<file path="src/hw/rtl/kedp_pkg.sv">
package kedp_pkg;

  localparam int unsigned MaxKeyLen = 8;

  localparam int unsigned CharW  = 8;
  localparam int unsigned KeyW   = 64;
  localparam int unsigned LenW   = 4;
  localparam int unsigned PosW   = 4;
  localparam int unsigned ValueW = 32;
  localparam int unsigned StatW  = 2;

  localparam logic [CharW-1:0] ChEquals  = 8'h3d;
  localparam logic [CharW-1:0] ChZero    = 8'h30;
  localparam logic [CharW-1:0] ChNine    = 8'h39;
  localparam logic [CharW-1:0] ChSpace   = 8'h20;
  localparam logic [CharW-1:0] ChNul     = 8'h00;
  localparam logic [CharW-1:0] ChNewline = 8'h0a;

  typedef enum logic [StatW-1:0] {
    ST_OK    = 2'd0,
    ST_NAME  = 2'd1,
    ST_EMPTY = 2'd2,
    ST_BAD   = 2'd3
  } status_t;

  typedef enum logic [0:0] {
    REG_KEY_CHARS  = 1'b0,
    REG_KEY_LENGTH = 1'b1
  } reg_index_t;

  typedef enum logic [5:0] {
    PH_IDLE   = 6'b000001,
    PH_KEY    = 6'b000010,
    PH_EQ     = 6'b000100,
    PH_FIRST  = 6'b001000,
    PH_DIGITS = 6'b010000,
    PH_DONE   = 6'b100000
  } phase_t;

  typedef struct packed {
    logic              valid;
    status_t           status;
    logic [ValueW-1:0] value;
  } result_t;

endpackage

</file>
<file path="src/hw/rtl/key_equals_decimal_parser_top.sv">
// Key=value decimal parser. Each request on s_axis is one byte of a text line
// (tuser high on the first byte). The line must start with the key set by the
// key_chars and key_length registers, then '=', then decimal digits ended by
// a space, NUL or newline. One response per line is sent on m_axis once the
// outcome is known: status 0 ok with the 32-bit value, 1 name mismatch,
// 2 empty value, 3 bad digit or overflow (value reads 0 unless ok). Bytes
// after the response are dropped until the next first byte; a line without a
// terminator gives no response. One byte per cycle unless m_axis stalls; data
// passes an input register, then a result register. The user must write the
// registers on the cfg channel while no line is in flight; block doesn't check.
module key_equals_decimal_parser_top #(
  parameter int unsigned MAX_KEY_LEN = kedp_pkg::MaxKeyLen
) (
  input  logic        clk,
  input  logic        rst,
  input  logic        s_axis_tvalid,
  output logic        s_axis_tready,
  input  logic [7:0]  s_axis_tdata,   // [7:0] char_in
  input  logic        s_axis_tuser,   // [0] line_start
  output logic        m_axis_tvalid,
  input  logic        m_axis_tready,
  output logic [39:0] m_axis_tdata,   // [1:0] status, [33:2] parsed_value, rest 0
  input  logic        cfg_valid,
  output logic        cfg_ready,
  input  logic [0:0]  cfg_index,
  input  logic [63:0] cfg_data
);

  logic                             in_valid;
  logic [kedp_pkg::CharW-1:0]       in_char;
  logic                             in_start;
  logic                             step;
  logic [kedp_pkg::KeyW-1:0]        key_chars;
  logic [kedp_pkg::LenW-1:0]        key_len;
  kedp_pkg::result_t                result;
  kedp_pkg::status_t                out_status;
  logic [kedp_pkg::ValueW-1:0]      out_value;

  assign cfg_ready     = 1'b1;
  assign step          = in_valid && (!m_axis_tvalid || m_axis_tready);
  assign s_axis_tready = !in_valid || step;

  always_ff @(posedge clk) begin
    if (rst) begin
      in_valid <= 1'b0;
    end else if (s_axis_tready) begin
      in_valid <= s_axis_tvalid;
    end
  end

  always_ff @(posedge clk) begin
    if (s_axis_tvalid && s_axis_tready) begin
      in_char  <= s_axis_tdata;
      in_start <= s_axis_tuser;
    end
  end

  kedp_cfg #(
    .MAX_KEY_LEN (MAX_KEY_LEN)
  ) u_cfg (
    .clk       (clk),
    .rst       (rst),
    .cfg_valid (cfg_valid),
    .cfg_index (kedp_pkg::reg_index_t'(cfg_index)),
    .cfg_data  (cfg_data),
    .key_chars (key_chars),
    .key_len   (key_len)
  );

  kedp_parse u_parse (
    .clk        (clk),
    .rst        (rst),
    .step       (step),
    .char_in    (in_char),
    .line_start (in_start),
    .key_chars  (key_chars),
    .key_len    (key_len),
    .result     (result)
  );

  always_ff @(posedge clk) begin
    if (rst) begin
      m_axis_tvalid <= 1'b0;
    end else if (step) begin
      m_axis_tvalid <= result.valid;
    end else if (m_axis_tready) begin
      m_axis_tvalid <= 1'b0;
    end
  end

  always_ff @(posedge clk) begin
    if (step && result.valid) begin
      out_status <= result.status;
      out_value  <= result.value;
    end
  end

  assign m_axis_tdata = {6'b000000, out_value, out_status};

`ifndef SYNTH
  a_value_zero_unless_ok: assert property (@(posedge clk) disable iff (rst)
    m_axis_tvalid && out_status != kedp_pkg::ST_OK |-> out_value == '0)
    else $error("nonzero value with failing status");

  a_reset_clears_output: assert property (@(posedge clk)
    rst |=> !m_axis_tvalid)
    else $error("response valid after reset");

  a_stall_only_when_full: assert property (@(posedge clk) disable iff (rst)
    !s_axis_tready |-> in_valid && m_axis_tvalid && !m_axis_tready)
    else $error("input stalled while pipeline can advance");
`endif

endmodule

</file>
<file path="src/hw/rtl/kedp_cfg.sv">
module kedp_cfg #(
  parameter int unsigned MAX_KEY_LEN = kedp_pkg::MaxKeyLen
) (
  input  logic                         clk,
  input  logic                         rst,
  input  logic                         cfg_valid,
  input  kedp_pkg::reg_index_t         cfg_index,
  input  logic [kedp_pkg::KeyW-1:0]    cfg_data,
  output logic [kedp_pkg::KeyW-1:0]    key_chars,
  output logic [kedp_pkg::LenW-1:0]    key_len
);

  localparam logic [kedp_pkg::LenW-1:0] LenMax = kedp_pkg::LenW'(MAX_KEY_LEN);

  logic [kedp_pkg::LenW-1:0] key_length;

  always_ff @(posedge clk) begin
    if (rst) begin
      key_chars  <= '0;
      key_length <= '0;
    end else if (cfg_valid) begin
      unique case (cfg_index)
        kedp_pkg::REG_KEY_CHARS:  key_chars  <= cfg_data;
        kedp_pkg::REG_KEY_LENGTH: key_length <= cfg_data[kedp_pkg::LenW-1:0];
        default: ;
      endcase
    end
  end

  assign key_len = (key_length > LenMax) ? LenMax : key_length;

endmodule

</file>
<file path="src/hw/rtl/kedp_parse.sv">
module kedp_parse (
  input  logic                          clk,
  input  logic                          rst,
  input  logic                          step,
  input  logic [kedp_pkg::CharW-1:0]    char_in,
  input  logic                          line_start,
  input  logic [kedp_pkg::KeyW-1:0]     key_chars,
  input  logic [kedp_pkg::LenW-1:0]     key_len,
  output kedp_pkg::result_t             result
);

  localparam int unsigned ProdW = kedp_pkg::ValueW + 4;

  kedp_pkg::phase_t                phase, phase_next, ph;
  logic [kedp_pkg::PosW-1:0]       position, position_next, pos, pos_inc;
  logic [kedp_pkg::ValueW-1:0]     accumulator, accumulator_next, acc;
  logic                            overflowed, overflowed_next, ovf;
  logic [kedp_pkg::CharW-1:0]      want;
  logic [ProdW-1:0]                prod;
  logic                            is_term, is_digit;

  always_comb begin
    ph  = line_start ? kedp_pkg::PH_KEY : phase;
    pos = line_start ? '0 : position;
    acc = line_start ? '0 : accumulator;
    ovf = line_start ? 1'b0 : overflowed;

    pos_inc = pos + kedp_pkg::PosW'(1);
    want    = key_chars[{pos[2:0], 3'b000} +: kedp_pkg::CharW];
    is_term = (char_in == kedp_pkg::ChSpace) || (char_in == kedp_pkg::ChNul)
           || (char_in == kedp_pkg::ChNewline);
    is_digit = (char_in >= kedp_pkg::ChZero) && (char_in <= kedp_pkg::ChNine);
    // acc * 10 + digit
    prod = {1'b0, acc, 3'b000} + {3'b000, acc, 1'b0}
         + ProdW'(char_in - kedp_pkg::ChZero);

    phase_next       = ph;
    position_next    = pos;
    accumulator_next = acc;
    overflowed_next  = ovf;
    result.valid     = 1'b0;
    result.status    = kedp_pkg::ST_OK;
    result.value     = '0;

    unique case (ph)
      kedp_pkg::PH_KEY: begin
        if (pos < key_len) begin
          if (char_in == kedp_pkg::ChNul || char_in != want) begin
            result.valid  = 1'b1;
            result.status = kedp_pkg::ST_NAME;
          end else begin
            position_next = pos_inc;
            if (pos_inc >= key_len) phase_next = kedp_pkg::PH_EQ;
          end
        end else if (char_in == kedp_pkg::ChEquals) begin
          phase_next = kedp_pkg::PH_FIRST;
        end else begin
          result.valid  = 1'b1;
          result.status = kedp_pkg::ST_NAME;
        end
      end
      kedp_pkg::PH_EQ: begin
        if (char_in == kedp_pkg::ChEquals) begin
          phase_next = kedp_pkg::PH_FIRST;
        end else begin
          result.valid  = 1'b1;
          result.status = kedp_pkg::ST_NAME;
        end
      end
      kedp_pkg::PH_FIRST: begin
        if (is_term) begin
          result.valid  = 1'b1;
          result.status = kedp_pkg::ST_EMPTY;
        end else if (!is_digit) begin
          result.valid  = 1'b1;
          result.status = kedp_pkg::ST_BAD;
        end else begin
          accumulator_next = prod[kedp_pkg::ValueW-1:0];
          overflowed_next  = ovf | (|prod[ProdW-1:kedp_pkg::ValueW]);
          phase_next       = kedp_pkg::PH_DIGITS;
        end
      end
      kedp_pkg::PH_DIGITS: begin
        if (is_term) begin
          result.valid  = 1'b1;
          result.status = ovf ? kedp_pkg::ST_BAD : kedp_pkg::ST_OK;
          result.value  = ovf ? '0 : acc;
        end else if (!is_digit) begin
          result.valid  = 1'b1;
          result.status = kedp_pkg::ST_BAD;
        end else begin
          accumulator_next = prod[kedp_pkg::ValueW-1:0];
          overflowed_next  = ovf | (|prod[ProdW-1:kedp_pkg::ValueW]);
        end
      end
      default: ;
    endcase

    if (result.valid) phase_next = kedp_pkg::PH_DONE;
  end

  always_ff @(posedge clk) begin
    if (rst) begin
      phase       <= kedp_pkg::PH_IDLE;
      position    <= '0;
      accumulator <= '0;
      overflowed  <= 1'b0;
    end else if (step) begin
      phase       <= phase_next;
      position    <= position_next;
      accumulator <= accumulator_next;
      overflowed  <= overflowed_next;
    end
  end

endmodule
</file>
<file path="config.mk">
export PLATFORM = sky130hd
export DESIGN_NAME = key_equals_decimal_parser_top
export DESIGN_NICKNAME = d
export VERILOG_FILES = /design/src/hw/rtl/kedp_pkg.sv /design/src/hw/rtl/key_equals_decimal_parser_top.sv /design/src/hw/rtl/kedp_cfg.sv /design/src/hw/rtl/kedp_parse.sv
export SDC_FILE = /design/constraint.sdc
export NUM_CORES = 1
export LEC_CHECK = 0
export BUFFER_PORTS_ARGS = -buffer_cell sky130_fd_sc_hd__buf_2
export CAP_MARGIN = 20
export CORE_MARGIN = 1
export CORE_UTILIZATION = 36
export CTS_BUF_LIST = sky130_fd_sc_hd__clkbuf_4
export DETAILED_ROUTE_END_ITERATION = 6
export PLACE_DENSITY = 0.65
export SYNTH_ARGS = -nofsm -noshare
export SYNTH_HDL_FRONTEND = slang
export SYNTH_SLANG_ARGS = --single-unit
</file>
<file path="constraint.sdc">
create_clock -name clk -period 7.14 [get_ports clk]
set_clock_uncertainty 0.1 [all_clocks]
set_input_delay 0.714 -clock clk [delete_from_list [all_inputs] [get_ports clk]]
set_output_delay 0.714 -clock clk [all_outputs]
set_load 0.02 [all_outputs]
</file>
==> results of run 1 <==
worst min path at each step:
stage	end	slack, ns	start	depth (start not counted)
detailed placement	u_parse.accumulator[23]	0.33	u_parse.accumulator[23]	2
global placement	u_parse.accumulator[11]	0.33	u_parse.accumulator[11]	2
finish	in_char[2]	0.16	s_axis_tdata[2]	1
global route	in_char[2]	0.11	s_axis_tdata[2]	1
floorplan	u_parse.accumulator[11]	0.32	u_parse.accumulator[11]	2
CTS	in_char[2]	0.10	s_axis_tdata[2]	1
flip-flops by register name, indices dropped and copies added (netlist names):
name	count
u_parse.overflowed	1
in_char	8
u_cfg.key_length	4
u_cfg.key_chars	64
in_valid	1
out_value	32
out_status	2
m_axis_tvalid	1
u_parse.position	4
u_parse.accumulator	32
in_start	1
u_parse.phase	6
metal layers:
layer  GRT usage, %  vias up  routed length (µm)  part of all wire, %
met2           31.5      221               12200                   48
li1               -     4140                   -                    -
met1           24.1     4005               11600                   46
met3           4.18       36                1290                  5.1
met4           5.56        4                 352                  1.4
met5              0        -                  23                0.090
worst reg2reg max path: cells and delay by family, from the launching register on:
family,cells,cell delay [ns]
adder cells (fa/ha/maj),3,1.27
buffers and inverters,1,0.81
AND/OR/NAND/NOR,2,0.75
flip-flops,1,0.53
multiplexers,1,0.21
AO/OA/AOI/OAI,7,1.91
area by class of cell:
type	instances	share of cell area [%]
multi-input cells	854	51.5
flip-flops and latches	156	32.6
repair buffers	125	6.13
well taps	335	3.85
inverters	81	2.79
clock inverters	15	1.92
clock buffers	17	1.17
diodes	3	0.0689
synthesized netlist by cell type, types with 4 or more instances:
| cell type | count |
|---|---|
| a22oi_1 | 20 |
| a21o_1 | 16 |
| xnor2_1 | 17 |
| dfxtp_1 | 113 |
| edfxtp_1 | 43 |
| o311ai_0 | 5 |
| nor4b_1 | 5 |
| nand4_1 | 11 |
| mux4_2 | 6 |
| a211oi_1 | 6 |
| a31oi_1 | 11 |
| clkbuf_1 | 54 |
| nand2_1 | 202 |
| o21ai_0 | 38 |
| xor2_1 | 16 |
| and2_1 | 19 |
| mux2_2 | 6 |
| buf_4 | 9 |
| o21a_1 | 4 |
| or3_1 | 5 |
| mux2i_1 | 7 |
| o221ai_1 | 4 |
| a32oi_1 | 7 |
| nor2_1 | 83 |
| inv_1 | 81 |
| nand3b_1 | 4 |
| o31ai_1 | 5 |
| nor3_1 | 16 |
| nand3_1 | 27 |
| ha_1 | 49 |
| fa_1 | 31 |
| buf_2 | 5 |
| and3_1 | 4 |
| o21bai_1 | 6 |
| nand2b_1 | 21 |
| a21oi_1 | 119 |
| o211ai_1 | 7 |
| nor2b_1 | 26 |
cell families after synthesis:
| logic type | synth area share [%] |
|---|---|
| AND/OR/NAND/NOR | 20.9 |
| AO/OA/AOI/OAI | 17.8 |
| flip-flops | 36.5 |
| buffers and inverters | 6.34 |
| adder cells (fa/ha/maj) | 12.7 |
| XOR/XNOR | 2.96 |
| multiplexers | 2.80 |
| other | 0.0770 |
per-stage QoR:
stage | cells | utilization (%) | setup slack [ns] | total power, mW | area [µm²]
floorplan | 1162 | - | 2.51 | 1.10 | 9770
global placement | 1550 | 40.1 | 1.58 | 1.17 | 10500
detailed placement | 1550 | 40.1 | 1.53 | 1.17 | 10500
CTS | 1582 | 41.4 | 1.51 | 1.78 | 10900
global route | 1585 | 41.5 | 1.24 | 1.85 | 10900
finish | 1586 | 41.5 | 1.47 | 1.77 | 10900
power groups by stage:
stage	sequential (mW)	combinational, mW	clock (mW)
6_report	0.952	0.202	0.614
3_3_place_gp	0.970	0.199	0
3_5_place_dp	0.971	0.201	0
5_1_grt	0.956	0.225	0.664
4_1_cts	0.952	0.202	0.631
2_1_floorplan	0.967	0.137	0
==> results.toml, run 1 <==
[global_routing]
grt.overflow.total = 0
groute.usage.overall_pct = 18.8
antenna_found_initial = 5
grt_pass1_vias = 8241
grt_max_degree = 96
grt_pass1_wl_um = 41700

[worst_setup_path]
critical_path.max_stage_delay_ns = 0.81
required_ns = 7.56
crit_start = "in_char[4]"
crit_slowest_cell = "inv_1"
timing.rr.start = "in_char[4]"
critPathTopFamily = "compound AO/OA/AOI/OAI gates"
crit_buf_inv = 1
timing.reg2reg.setup_slack_ns = 1.47
crit_path_frequent_cell = "ha_1"
end_kind = "flop"
worst-path-max-fanout = 15
r2r_cells = 14
startpoint_type = "flop"
crit_cells = 14
r2r-end = "u_parse.accumulator[28]"
endpoint = "u_parse.accumulator[28]"
path_cells = "ha_1, or3_1, inv_1, fa_1, ha_1, o21a_1, o21ai_0, a21oi_1, o41ai_1, o21bai_1, a21o_1, a31oi_1, mux2i_1, nand2_1"
critical_path_class = "flop to flop"
arrival_ns = 6.09

[die]
initial_utilization_pct = 37.1
io_pins = 122
core_mm2 = 0.0263
die_w_um = 167
dieHeight_um = 167
fp-row-count = 59
die_area_mm2 = 0.0277

[yosys]
synth_edf_count = 43
synth_area_mm2 = 0.00975
yosysSeqAreaShare_pct = 36.5
syn_inst = 1157
netlist-cell-type-count = 71
ys.flop_type = "dfxtp_1"
avgSynthCellArea_um2 = 8.43
yosysWarningCount = 0
synth_area_leaders = "dfxtp_1 (23%), edfxtp_1 (13%), nand2_1 (7.8%)"
synth_area_leader_cell = "dfxtp_1"
synth_top_area_share_pct = 23.2
synth-seq-cells = 156
synthArstFlopShare_pct = 0

[clock_network]
tritoncts = "done"
cts-htree-levels = 4
cts_buffer_depth = 2
cts.clk_slew.worst_paths_ns = 0.18
cts.sinks = 156
cts_root_buf = "clkbuf_4"
cts-buffers-inserted = 17
ctsHoldBuffers = 0
post_cts_resized = 0
insertion_delay_ns = 0.62
cts_setup_buffers = 0

[cells_and_area]
nFillCells = 2712
areaGrowthSynthToFinish_pct = 11.8
final_nets = 1394
multiInputGateArea_mm2 = 0.00561
mostFrequentLayoutCells = "nand2_1 (202), a21oi_1 (119), dfxtp_1 (113), buf_2 (113), nor2_1 (83)"
drive_gt1_share_pct = 14.4
layout.cells.most_common = "nand2_1"
seq_area_mm2 = 0.00355

[sta]
max_freq_ghz = 0.176
min_period_over_period_pct = 79.5
setup_tns_ns = 0
worstMarginPinSlew_ns = 1.06
finalHoldViolations = 0
setup-violations-final = 0
rsz0062_at_grt = "false"
slew_headroom_pct = 29.1
period_minus_slack_ns = 5.67
whs_ns = 0.158
drv_slew = 0

[pwr]
power_frac_clock_pct = 34.7
intPower_mw = 1.19
seq_power_share_pct = 53.8
switching_power_mw = 0.580
swShare_pct = 32.8
powerDensity_mw_per_mm2 = 162
power_leakage_nw = 4.67
combPwrFrac_pct = 11.4
peakVddDrop_mv = 0.0871

[routing]
drt_pass1_iterations = 7
drt.antenna.violating_nets = 0
drt-initial-drc-count = 581
drc = 20
route.vias.total = 8406
viasPerCell = 5.30
wl_per_cell_um = 16.1
wl_um = 25500

[run_status]
outcome = "finished, violations left"
violations = "DRC"

[placement]
dpl.hpwl_um = 18300
portBuffers = 114
place.gp.congestion = 0.914

[flow_run]
max-cap-violations = 0

[min_path]
hold_path_class = "input pin to flop"
Note: power is estimated with default switching activity, not from simulation.
==> run 2: changes to the inputs <==
- PLACE_DENSITY: 0.65 -> 0.67
- clock period: 7.14 -> 4.8 ns (I/O delays scaled with it)
==> results.toml, run 2 (synthesis results as in run 1) <==
[run_status]
outcome = "finished, violations left"
violations = "DRC"

[pwr]
power_frac_clock_pct = 33.0
switching_power_mw = 0.843
fin_total_pwr_mw = 2.64
seq_power_share_pct = 53.7
power_leakage_nw = 5.00
combPwrFrac_pct = 13.3
intPower_mw = 1.79
powerDensity_mw_per_mm2 = 226
swShare_pct = 32.0
peakVddDrop_mv = 0.119

[placement]
dpl.hpwl_um = 18500
place.gp.congestion = 0.885
dp_slack_ns = 0.350
portBuffers = 114

[die]
core_mm2 = 0.0263
fp-row-count = 59
io_pins = 122
initial_utilization_pct = 37.1
die_w_um = 167
die_area_mm2 = 0.0277
dieHeight_um = 167

[routing]
drc = 10
wl_per_cell_um = 15.8
wl_um = 26300
drt.antenna.violating_nets = 0
drt_pass1_iterations = 7
route.vias.total = 8688
viasPerCell = 5.22
drt-initial-drc-count = 666

[min_path]
hold_end = "u_cfg.key_chars[50]"
hp-start = "cfg_data[50]"
hold_path_class = "input pin to flop"
min_delay_path_depth = 3

[clock_network]
cts-htree-levels = 4
cts-buffers-inserted = 17
cts_buffer_depth = 2
post_cts_resized = 0
tritoncts = "done"
cts.clk_slew.worst_paths_ns = 0.17
cts.sinks = 156
cts_root_buf = "clkbuf_4"
insertion_delay_ns = 0.60

[sta]
slew_headroom_pct = 40.6
min_period_over_period_pct = 93.6
period_minus_slack_ns = 4.49
setup-violations-final = 0
max_freq_ghz = 0.223
finalHoldViolations = 0
drv_slew = 0
worst_slack_ns = 0.307
rsz0062_at_grt = "false"
worstMarginPinSlew_ns = 0.889
setup_tns_ns = 0

[worst_setup_path]
end_kind = "flop"
timing.rr.start = "in_char[4]"
timing.reg2reg.setup_slack_ns = 0.31
r2r-end = "u_parse.overflowed"
r2r_cells = 15
worst-path-max-fanout = 11
arrival_ns = 4.92
required_ns = 5.23
critical_path_class = "flop to flop"
startpoint_type = "flop"

[global_routing]
grt.overflow.total = 0
grt_pass1_vias = 8570
grt_pass1_wl_um = 43400
grtUsageMet3_pct = 3.28
antenna_found_initial = 1
groute.usage.overall_pct = 19.5
grt_max_degree = 80
grt_use_met1_pct = 25.0
met2_usage_pct = 33.5
busiest_layer = "met2"

[cells_and_area]
areaGrowthSynthToFinish_pct = 19.5
drive_gt1_share_pct = 14.2
largestRegisters = "u_cfg.key_chars: 64 flops, out_value: 32 flops, u_parse.accumulator: 32 flops"
mostFrequentLayoutCells = "nand2_1 (202), a21oi_1 (119), dfxtp_1 (113), buf_2 (113), nor2_1 (83)"
top_register = "u_cfg.key_chars"
largest_reg_flops = 64
final_nets = 1473
nFillCells = 2595
utilization_pct = 44.3
layout.cells.most_common = "nand2_1"

[flow_run]
max-cap-violations = 0
==> run 2: power groups by stage <==
stage                     logic (mW)  clock network, mW  registers [mW]
after CTS                      0.346              0.901            1.42
final                          0.351              0.871            1.42
after global routing           0.388              0.955            1.42
after global placement         0.296                  0            1.44
after floorplan                0.204                  0            1.44
after detailed placement       0.300                  0            1.44
==> run 2: what timing repair did <==
item                                   in CTS  in global routing
setup endpoints to repair                   0                  0
buffers inserted                            0                  0
hold buffers                               70                  0
endpoints found under the hold margin      72                  0
==> run 2: layout make-up <==
class	count	area, µm²	share of cell area [%]
diodes	2	5.00	0.0430
clock buffers	17	128	1.10
clock inverters	15	194	1.66
inverters	81	304	2.61
multi-input cells	854	5610	48.2
flip-flops and latches	156	3550	30.5
well taps	335	419	3.60
repair buffers	204	1440	12.3
==> run 2: metal layers <==
metal | wire (µm) | up-vias
met5 | 0 | -
met4 | 470 | 0
met3 | 1300 | 41
met2 | 12800 | 274
met1 | 11700 | 4066
li1 | - | 4307
==> run 2: through the flow <==
step | instances | area (µm²) | hold WS, ns
after floorplan | 1162 | 9770 | 0.317
after global placement | 1559 | 10600 | 0.332
after detailed placement | 1559 | 10600 | 0.336
after CTS | 1661 | 11600 | 0.00226
after global routing | 1663 | 11600 | 0.0118
final | 1664 | 11600 | 0.0503
==> run 2: worst max-delay path by stage <==
stage	startpoint	slack, ns	cells after the start	to
3_3_place_gp	in_char[4]	0.43	15	u_parse.overflowed
3_5_place_dp	in_char[4]	0.35	15	u_parse.overflowed
2_1_floorplan	in_char[4]	0.17	14	u_parse.accumulator[28]
6_report	in_char[4]	0.31	15	u_parse.overflowed
4_1_cts	in_char[4]	0.35	15	u_parse.overflowed
5_1_grt	in_char[4]	0.02	15	u_parse.overflowed
==> run 2: worst max-delay path, cell delays in order, from the launching register on <==
cell      delay (ns)
edfxtp_1        0.53
ha_1            0.31
or3_1           0.37
inv_1           0.25
buf_4           0.31
fa_1            0.46
ha_1            0.39
a21oi_1         0.21
o21ai_0         0.16
nor2_1          0.13
a31oi_1         0.13
a31o_2          0.28
a21o_1          0.22
nor4bb_1        0.29
nor3_1          0.10
a211oi_1        0.22
==> run 3: changes to the inputs <==
- CORE_MARGIN: 1 -> 5
==> results.toml, run 3 (synthesis results as in run 1) <==
[run_status]
outcome = "finished, final reports clean"

[worst_setup_path]
timing.rr.start = "in_char[4]"
crit_slowest_cell = "edfxtp_1"
end_kind = "flop"
critical_path.max_stage_delay_ns = 0.53
arrival_ns = 4.96
worst-path-max-fanout = 12
crit_buf_inv = 2
crit_start = "in_char[4]"
critical_path_class = "flop to flop"
startpoint_type = "flop"
critPathTopFamily = "compound AO/OA/AOI/OAI gates"
crit_cells = 15
path_cells = "ha_1, or3_1, buf_4, fa_1, inv_1, ha_1, and3_1, and3_1, a41oi_1, a31oi_1, a31o_2, a21o_1, nor4bb_1, nor3_1, a211oi_1"
r2r_cells = 15
timing.reg2reg.setup_slack_ns = 0.23
required_ns = 5.19

[cells_and_area]
multiInputGateArea_mm2 = 0.00561
drive_gt1_share_pct = 14.2
final_nets = 1463
largestRegisters = "u_cfg.key_chars: 64 flops, out_value: 32 flops, u_parse.accumulator: 32 flops"
top_register = "u_cfg.key_chars"
areaGrowthSynthToFinish_pct = 18.7
layout.cells.most_common = "nand2_1"
largest_reg_flops = 64
mostFrequentLayoutCells = "nand2_1 (202), a21oi_1 (119), dfxtp_1 (113), buf_2 (113), nor2_1 (83)"
fin_area_mm2 = 0.0116
nFillCells = 2638
seq_area_mm2 = 0.00355

[global_routing]
grt.overflow.total = 0
grtUsageMet3_pct = 3.31
busiest_layer = "met2"
met2_usage_pct = 30.0
grt_pass1_vias = 8640
grt_pass1_wl_um = 44200
groute.usage.overall_pct = 17.7
grt_use_met1_pct = 23.7
antenna_found_initial = 1
grt_max_degree = 69

[clock_network]
cts_buffer_depth = 2
tritoncts = "done"
cts.clk_slew.worst_paths_ns = 0.18
cts-htree-levels = 4
post_cts_resized = 0
cts-buffers-inserted = 17
cts_root_buf = "clkbuf_4"
insertion_delay_ns = 0.58
cts.sinks = 156

[flow_run]
max-cap-violations = 0

[min_path]
hold_path_class = "input pin to flop"
min_delay_path_depth = 3
hp-start = "cfg_data[22]"

[sta]
min_period_over_period_pct = 95.1
worstMarginPinSlew_ns = 0.908
rsz0062_at_grt = "false"
slew_headroom_pct = 39.5
max_freq_ghz = 0.219
finalHoldViolations = 0
drv_slew = 0
period_minus_slack_ns = 4.57
setup-violations-final = 0
setup_tns_ns = 0

[die]
die_w_um = 175
dieHeight_um = 175
die_area_mm2 = 0.0305
io_pins = 122
initial_utilization_pct = 36.4
fp-row-count = 60
core_mm2 = 0.0268

[pwr]
powerDensity_mw_per_mm2 = 229
power_leakage_nw = 4.96
peakVddDrop_mv = 0.181

[routing]
drt.antenna.violating_nets = 0
drt_pass1_iterations = 5
route.vias.total = 8735
wl_per_cell_um = 16.4
drt-initial-drc-count = 565
drc = 0
viasPerCell = 5.27
wl_um = 27200

[placement]
place.gp.congestion = 0.898
dpl.hpwl_um = 19300
portBuffers = 114
place_area_mm2 = 0.0106
## run 3: cell types whose count changed in the layout (fill, tap and decap cells not counted)
cell,change
inv_8,+2
clkinv_4,-2
buf_4,-3
clkinvlp_4,+1
dlygate4sd3_1,-8
inv_12,+1
buf_12,+1
clkinv_8,-2
diode_2,-1
## run 3: metal layers
| metal | wire [µm] | vias up | share of wire (%) |
|---|---|---|---|
| li1 | - | 4293 | - |
| met4 | 326 | 0 | 1.2 |
| met5 | 0 | - | 0 |
| met3 | 1530 | 25 | 5.6 |
| met2 | 13100 | 282 | 48 |
| met1 | 12200 | 4135 | 45 |
## run 3: layout make-up
class                   instances  share of cell area (%)
diodes                          1                  0.0216
clock buffers                  17                    1.10
well taps                     341                    3.69
repair buffers                194                    11.7
multi-input cells             854                    48.5
clock inverters                15                    1.64
flip-flops and latches        156                    30.7
inverters                      81                    2.63
## run 3: worst min-delay path: stages
cell     delay, ns
buf_2         0.10
nand2_1       0.06
a21oi_1       0.05
## run 3: path summary, 6_finish.rpt
| check | to |
|---|---|
| setup reg to reg | u_parse.overflowed |
| hold reg to reg | u_cfg.key_chars[63] |
| hold / removal | u_cfg.key_chars[22] |
| setup / recovery | u_parse.overflowed |
## run 3: repair_timing
action | in CTS | in global routing
endpoints found under the hold margin | 62 | 1
hold buffers | 61 | 1
setup buffers | 0 | 0
endpoints found under the setup margin | 0 | 0
## run 3: per-stage QoR
stage	util, %	worst slack [ns]	cells	power [mW]	hold WS, ns
6_report	43.2	0.235	1659	2.65	0.0435
3_5_place_dp	39.6	0.245	1563	1.75	0.338
5_1_grt	43.2	0.0220	1659	2.76	0.00407
4_1_cts	43.0	0.253	1656	2.67	0.000332
3_3_place_gp	39.6	0.385	1563	1.74	0.332
2_1_floorplan	-	0.167	1162	1.64	0.317
## run 3: power breakdown
| group | switching, mW | internal [mW] |
|---|---|---|
| Clock | 0.622 | 0.258 |
| Combinational | 0.200 | 0.149 |
| Sequential | 0.0270 | 1.39 |
| Total | 0.849 | 1.80 |
